**src/rtl/core/rdbc_pkg.sv**
```systemverilog
// ----------------------------------------------------------------------------
// rdbc_pkg
// Types and constants shared by the ROM DMA buffer cache.
// ----------------------------------------------------------------------------
package rdbc_pkg;

    localparam int NUM_BUFFERS_DEF = 32;
    localparam int MAX_BUFFERS     = 64;

    localparam logic [7:0]  DRIVE_SEL       = 8'hFF;
    localparam logic [31:0] DRIVE_BASE      = 32'h0014_0000;
    localparam logic [6:0]  DMA_COUNT_MAX   = 7'd127;
    localparam logic [16:0] BUF_BYTES_RESET = 17'd1024;

    // configuration register indexes
    localparam logic CFG_BUFFER_BYTES = 1'b0;
    localparam logic CFG_CART_BYPASS  = 1'b1;

    typedef enum logic [2:0] {
        ST_HIT       = 3'd0,
        ST_MISS      = 3'd1,
        ST_PASS      = 3'd2,
        ST_NO_BUFFER = 3'd3,
        ST_TICK_DONE = 3'd4
    } t_status;

    typedef enum logic {
        REQ_LOOKUP = 1'b0,
        REQ_TICK   = 1'b1
    } t_req_type;

    typedef struct packed {
        t_req_type   req_type;
        logic [31:0] rom_address;
        logic [16:0] request_length;
    } t_req;

    typedef struct packed {
        t_status     status;
        logic [5:0]  entry_index;
        logic [16:0] byte_offset;
        logic [31:0] dma_device_address;
        logic        dma_from_drive;
        logic [5:0]  dma_slot;
    } t_rsp;

endpackage

```
**src/rtl/core/rdbc_hit_sel.sv**
```systemverilog
// ----------------------------------------------------------------------------
// rdbc_hit_sel
// Picks the covering buffer with the lowest start; ties go to the lower index.
// ----------------------------------------------------------------------------
module rdbc_hit_sel #(
    parameter int NUM_BUFFERS = rdbc_pkg::NUM_BUFFERS_DEF,
    parameter int IDX_W       = (NUM_BUFFERS > 1) ? $clog2(NUM_BUFFERS) : 1
) (
    input  logic [NUM_BUFFERS-1:0] i_cover,
    input  logic [31:0]            i_start [NUM_BUFFERS],
    output logic                   o_hit,
    output logic [IDX_W-1:0]       o_idx
);

    localparam int P = 1 << IDX_W;

    // binary tree, node n has children 2n+1 and 2n+2, leaves from P-1
    logic [2*P-2:0]   v;
    logic [31:0]      s  [2*P-1];
    logic [IDX_W-1:0] ix [2*P-1];

    genvar k, n;
    generate
        for (k = 0; k < P; k++) begin : g_leaf
            if (k < NUM_BUFFERS) begin : g_real
                assign v[P-1+k]  = i_cover[k];
                assign s[P-1+k]  = i_start[k];
            end else begin : g_pad
                assign v[P-1+k]  = 1'b0;
                assign s[P-1+k]  = 32'd0;
            end
            assign ix[P-1+k] = IDX_W'(k);
        end
        for (n = 0; n < P-1; n++) begin : g_node
            logic pick_l;
            // left holds the lower indexes, so it wins on equal start
            assign pick_l = v[2*n+1] && (!v[2*n+2] || (s[2*n+1] <= s[2*n+2]));
            assign v[n]   = v[2*n+1] | v[2*n+2];
            assign s[n]   = pick_l ? s[2*n+1]  : s[2*n+2];
            assign ix[n]  = pick_l ? ix[2*n+1] : ix[2*n+2];
        end
    endgenerate

    assign o_hit = v[0];
    assign o_idx = ix[0];

endmodule

```
**config.mk**
```make
export PLATFORM = sky130hd
export DESIGN_NAME = rdbc_hit_sel
export DESIGN_NICKNAME = d
export VERILOG_FILES = /design/src/rtl/core/rdbc_pkg.sv /design/src/rtl/core/rdbc_hit_sel.sv
export SDC_FILE = /design/constraint.sdc
export NUM_CORES = 2
export LEC_CHECK = 0
export BUFFER_PORTS_ARGS = -buffer_cell sky130_fd_sc_hd__clkbuf_2
export CAP_MARGIN = 10
export CORE_AREA = 2 2 416 418
export DETAILED_ROUTE_END_ITERATION = 6
export DIE_AREA = 0 0 418 420
export PLACE_DENSITY = 0.39
export SLEW_MARGIN = 25
export SYNTH_ARGS = -nofsm -noshare
export SYNTH_HDL_FRONTEND = slang
export SYNTH_SLANG_ARGS = --single-unit
export TNS_END_PERCENT = 10
```
**constraint.sdc**
```tcl
create_clock -name vclk -period 15
set_input_delay 1.5 -clock vclk [all_inputs]
set_output_delay 1.5 -clock vclk [all_outputs]
set_load 0.01 [all_outputs]
```
### Word-level counts from Yosys, hierarchy flattened

Index checks and enable logic that the tools add are counted.

| storage, ports and cells | value |
|---|---|
| output and inout port bits | 6 |
| register bits after elaboration | 0 |
| bits of input ports | 1056 |

| cells by class | value |
|---|---|
| reductions and logical operators | 93 |
| mux-type cells | 61 |
| order comparisons | 31 |
| bitwise logic cells | 31 |

Operators by type and width:

| operator | number |
|---|---|
| less-or-equal comparator 32 bit | 31 |
| 2-to-1 mux 32 bit | 30 |
| 2-to-1 mux 5 bit | 15 |
| logical AND 1 bit | 31 |
| logical NOT 1 bit | 31 |
| logical OR 1 bit | 31 |
| OR 1 bit | 31 |
| 2-to-1 mux 1 bit | 16 |

### Depth between registers and ports, before layout

| depth | value |
|---|---|
| word-level depth | 20 |
| gate-level depth with buffers | 54 |
| gate-level depth less buffers | 48 |

### Worst setup path before layout

No wires, ideal clock.

| path | value |
|---|---|
| kind | input port to output port |
| from | input i_start[705] (netlist bit) |
| to | output o_idx[0] |
| cell stages on the path | 52 |
| path slack | 0.779 ns |
| required time | 13.500 ns |
| arrival | 12.721 ns |
| cell sequence | inv_1 -> ha_1 -> nor2b_1 -> o211ai_1 -> a2111oi_0 -> or4b_1 -> a311oi_1 -> clkbuf_1 -> clkbuf_1 -> nand2_1 -> o21ai_0 -> ha_1 -> a21o_1 -> a21o_1 -> a221o_1 -> o31a_1 -> nor3_1 -> nand2b_1 -> [16 not listed] -> or2_2 -> nor3_1 -> o32a_1 -> clkbuf_1 -> clkbuf_1 -> o21ai_0 -> o22a_1 -> ha_1 -> a211oi_1 -> nor2_1 -> a2111o_1 -> a31oi_1 -> a21oi_1 -> nor2_1 -> inv_1 -> a2111oi_0 -> a211oi_1 -> nand4_1 |

| on the way | value |
|---|---|
| cells in the longest elaborated chain, start to end | 20 |
| elaborated cells between the ends (all ways) | 24 |
| those cells by class | 5 x order compare; 9 x mux; 10 x reduce/logical |

Ends and longest elaborated chain:

| item | line | text |
|---|---|---|
| start: declaration | rdbc_hit_sel.sv:10 | `input logic [31:0] i_start [NUM_BUFFERS],` |
| less-or-equal comparator 32 bit | rdbc_hit_sel.sv:37 | `assign pick_l = v[2*n+1] && (!v[2*n+2] \|\| (s[2*n+1] <= s[2*n+2]));` |
| logical OR 1 bit | rdbc_hit_sel.sv:37 |  |
| logical AND 1 bit | rdbc_hit_sel.sv:37 |  |
| 2-to-1 mux 32 bit | rdbc_hit_sel.sv:39 | `assign s[n] = pick_l ? s[2*n+1] : s[2*n+2];` |
| less-or-equal comparator 32 bit | rdbc_hit_sel.sv:37 |  |
| logical OR 1 bit | rdbc_hit_sel.sv:37 |  |
| logical AND 1 bit | rdbc_hit_sel.sv:37 |  |
| 2-to-1 mux 32 bit | rdbc_hit_sel.sv:39 |  |
| [4 not listed] | n/a |  |
| less-or-equal comparator 32 bit | rdbc_hit_sel.sv:37 |  |
| logical OR 1 bit | rdbc_hit_sel.sv:37 |  |
| logical AND 1 bit | rdbc_hit_sel.sv:37 |  |
| 2-to-1 mux 32 bit | rdbc_hit_sel.sv:39 |  |
| less-or-equal comparator 32 bit | rdbc_hit_sel.sv:37 |  |
| logical OR 1 bit | rdbc_hit_sel.sv:37 |  |
| logical AND 1 bit | rdbc_hit_sel.sv:37 |  |
| 2-to-1 mux 5 bit (*) | rdbc_hit_sel.sv:40 | `assign ix[n] = pick_l ? ix[2*n+1] : ix[2*n+2];` |
| end: declaration | rdbc_hit_sel.sv:12 | `output logic [IDX_W-1:0] o_idx` |

Every way passes the cells marked *; elsewhere a longest branch is shown, timed or not.

### Final worst setup path

| path | value |
|---|---|
| from | input i_start[657] (netlist bit) |
| to | output o_idx[0] |

The elaborated chain is that of the path after synthesis.

==> impl_results.md <==
- Status: finished clean
- Final Util: ~30%
- DP HPWL: between 200 and 250 mm
- Fin nets: 8605
- Die width: 418 microns
- Sw frac: approximately 56%
- CP max-delay cell: or4_4
- Critical path depth: 60
- Buf/Inv on CP: 21
- Final Setup Violations: 0
- Hold crit path type: input port to output pin
- VDD IR-drop max: roughly 0.11 mV
- Fin cells: 8811
- Initial core utilization: between 20% and 30%
- Cell taking the most area after synthesis: ha_1
- Power Internal: 0.00237 W
- Crit path launch type: input port
- Final GP Congestion: a little under 1
- IO Pins: between 1000 and 1500
- First-pass GRT wire length: just over 300 mm
- Max-capacitance violation count: 0
- Synth unique cells: between 80 and 90
- Syn Inst Count: roughly 5000
- Critical path origin: i_start[657]
- Critical path class: input port to output pin
- Synth area leaders: ha_1 33%, mux2i_1 13%, inv_1 8.1%, a21oi_1 5.8%, nand4_1 3.6%
- Hold path cells: 5
- Initial antenna violation count: 55
- Final Cycle Share: a little over nine tenths
- Pins over their slew limit: 0
- DR WL/cell: roughly 25 microns
- Die height: ~420 microns
- Detailed-route via count: 43695
- GR Overflow Total: 0
- F_max: slightly below 0.07 GHz
- Psw: around 0.003 W
- Worst-path maximum fanout: 14
- CP max stage delay: roughly 0.59 ns
- CP endpoint kind: output pin
- FF/Latch Area: 0 sq um
- Clkbuf count: 0
- Remaining antenna violation count: 0
- Area Growth Syn to Fin: 38.9%
- Die area: around 180000 sq um
- Synth warnings: 0
- Seq cells: 0
- Layout cell share with drive strength beyond 1: roughly 33%
- Largest net degree at the start of global routing: 59
- Initial drt markers: 2475
- Clock power share: 0%
- Mean Syn Cell Area: about 7.4 sq um
- Sequential Power Share: 0%
- DRC viols: 0
- Most Frequent Cell on Critical Path: buf_4
- Port Buffers: 1062
- Family with the most delay on the worst path: simple AND/OR/NAND/NOR gates
- First-pass detailed-route iteration total: 6
- Vias in the first global route: between 40000 and 50000
- Core box area: about 170000 sq um
- Post-layout min period: 14.55 ns
- Vias per cell: 4.96
- Row count: 152
- Placed cells: roughly 8700
- Gr usage total: a little under a quarter
- Final WL: about 220 mm
- Hold Vio Cnt, Final: 0
- Slew Limit Headroom: 32.1%
- Syn nets: roughly 7000
- Sequential area share after synthesis: 0%
- Hold Startpoint: i_cover[24]
- Leak: 27.9 nW
- CP arrival: 13.05 ns
- Pwr dens: around 100 nW/um^2
- Post-Synthesis Cell Area: approximately 38000 sq um
- Top-area cell type share of the netlist area: 33.0%
- Comb power frac: 100.0%
- Crit path required time: about 14 ns
- Slew @ Worst Pin: approximately 1 ns
-- tightest hold or removal path, delay by kind of cell --
family	cells	cell delay (ns)
AND/OR/NAND/NOR	3	0.54
buffers and inverters	2	0.30
-- synth_stat cells, drive strengths merged, types with 14 or more instances --
| cell | count |
|---|---|
| a211oi | 41 |
| a21boi | 40 |
| a21o | 80 |
| a21oi | 439 |
| a221oi | 15 |
| a22oi | 14 |
| a2bb2oi | 58 |
| a31o | 35 |
| a31oi | 52 |
| and2 | 36 |
| and4 | 19 |
| buf | 61 |
| clkbuf | 119 |
| ha | 992 |
| inv | 808 |
| mux2 | 104 |
| mux2i | 473 |
| nand2 | 341 |
| nand2b | 16 |
| nand3 | 82 |
| nand3b | 38 |
| nand4 | 217 |
| nor2 | 195 |
| nor2b | 33 |
| nor3 | 46 |
| nor4 | 37 |
| o211a | 17 |
| o211ai | 55 |
| o21a | 33 |
| o21ai | 262 |
| o221a | 44 |
| o221ai | 15 |
| o22a | 46 |
| o22ai | 51 |
| or4 | 25 |
-- per-layer routing --
| metal | GRT usage (%) | vias up | wire length [microns] |
|---|---|---|---|
| met5 | 0 | - | 135 |
| met4 | 4.38 | 20 | 4820 |
| met3 | 1.51 | 190 | 6900 |
| met2 | 43.1 | 1003 | 112000 |
| met1 | 30.4 | 20682 | 98800 |
| li1 | - | 21800 | - |
-- area by class of cell --
type | count | area, sq um
inverter | 808 | 3030
tap | 2233 | 2790
fill | 18614 | 119000
antenna | 23 | 57.6
multi-input combinational | 4077 | 35500
timing repair buffer | 1670 | 10900
-- worst paths after layout --
path	end	slack (ns)
max	o_idx[0]	0.45
min	o_hit	3.84
-- repair_timing --
action                                  CTS  global route
pin swaps                                 7            85
resized for setup                        70           291
setup buffers                             9            62
endpoints found under the setup margin    5             5
hold buffers                              0             0
cloned                                    3            18
endpoints found under the hold margin     0             0
-- power groups by stage --
stage	registers (W)	clock network [W]	logic [W]
2_1_floorplan	0	0	0.00261
3_3_place_gp	0	0	0.00483
3_5_place_dp	0	0	0.00483
4_1_cts	0	0	0.00493
5_1_grt	0	0.000000000172	0.00584
6_report	0	0.000000000197	0.00535
-- logic make-up after synthesis --
kind of cell | Yosys count | share of synthesized area, %
adders and majority gates | 992 | 33.0
AOI/OAI and AO/OA | 1384 | 25.4
buffers and inverters | 988 | 10.3
muxes | 577 | 16.0
and+or+nand+nor | 1122 | 15.3
-- metrics by stage --
stage | power [W] | setup TNS, ns | cell area (sq um) | setup WS (ns) | hold WS (ns)
floorplan | 0.00261 | 0 | 37600 | 0.779 | 3.30
global placement | 0.00483 | -2.23 | 49400 | -0.701 | 3.89
detailed placement | 0.00483 | -3.12 | 49400 | -0.913 | 3.89
CTS | 0.00493 | 0 | 49900 | 0.000794 | 3.89
global route | 0.00584 | -0.104 | 52200 | -0.0529 | 3.89
finish | 0.00535 | 0 | 52200 | 0.452 | 3.84
-- placed cells by master (no fill, tap or decap), types with 27 or more instances in the layout --
master / count
a211oi_1: 28
a21boi_0: 36
a21o_1: 78
a21oi_1: 432
a31o_2: 35
a31oi_1: 44
and2_4: 27
buf_12: 42
buf_4: 517
clkbuf_2: 1059
ha_1: 981
inv_1: 807
mux2_2: 76
mux2_4: 27
mux2i_1: 373
mux2i_2: 83
nand2_1: 340
nand3_1: 82
nand3b_1: 38
nand4_1: 216
nor2_1: 187
nor2b_1: 32
nor3_1: 33
o211ai_1: 55
o21a_1: 32
o21ai_0: 227
o21ai_1: 32
o221a_4: 27
o22a_1: 34
o22ai_1: 49
Power figures use the tool's default switching activity.
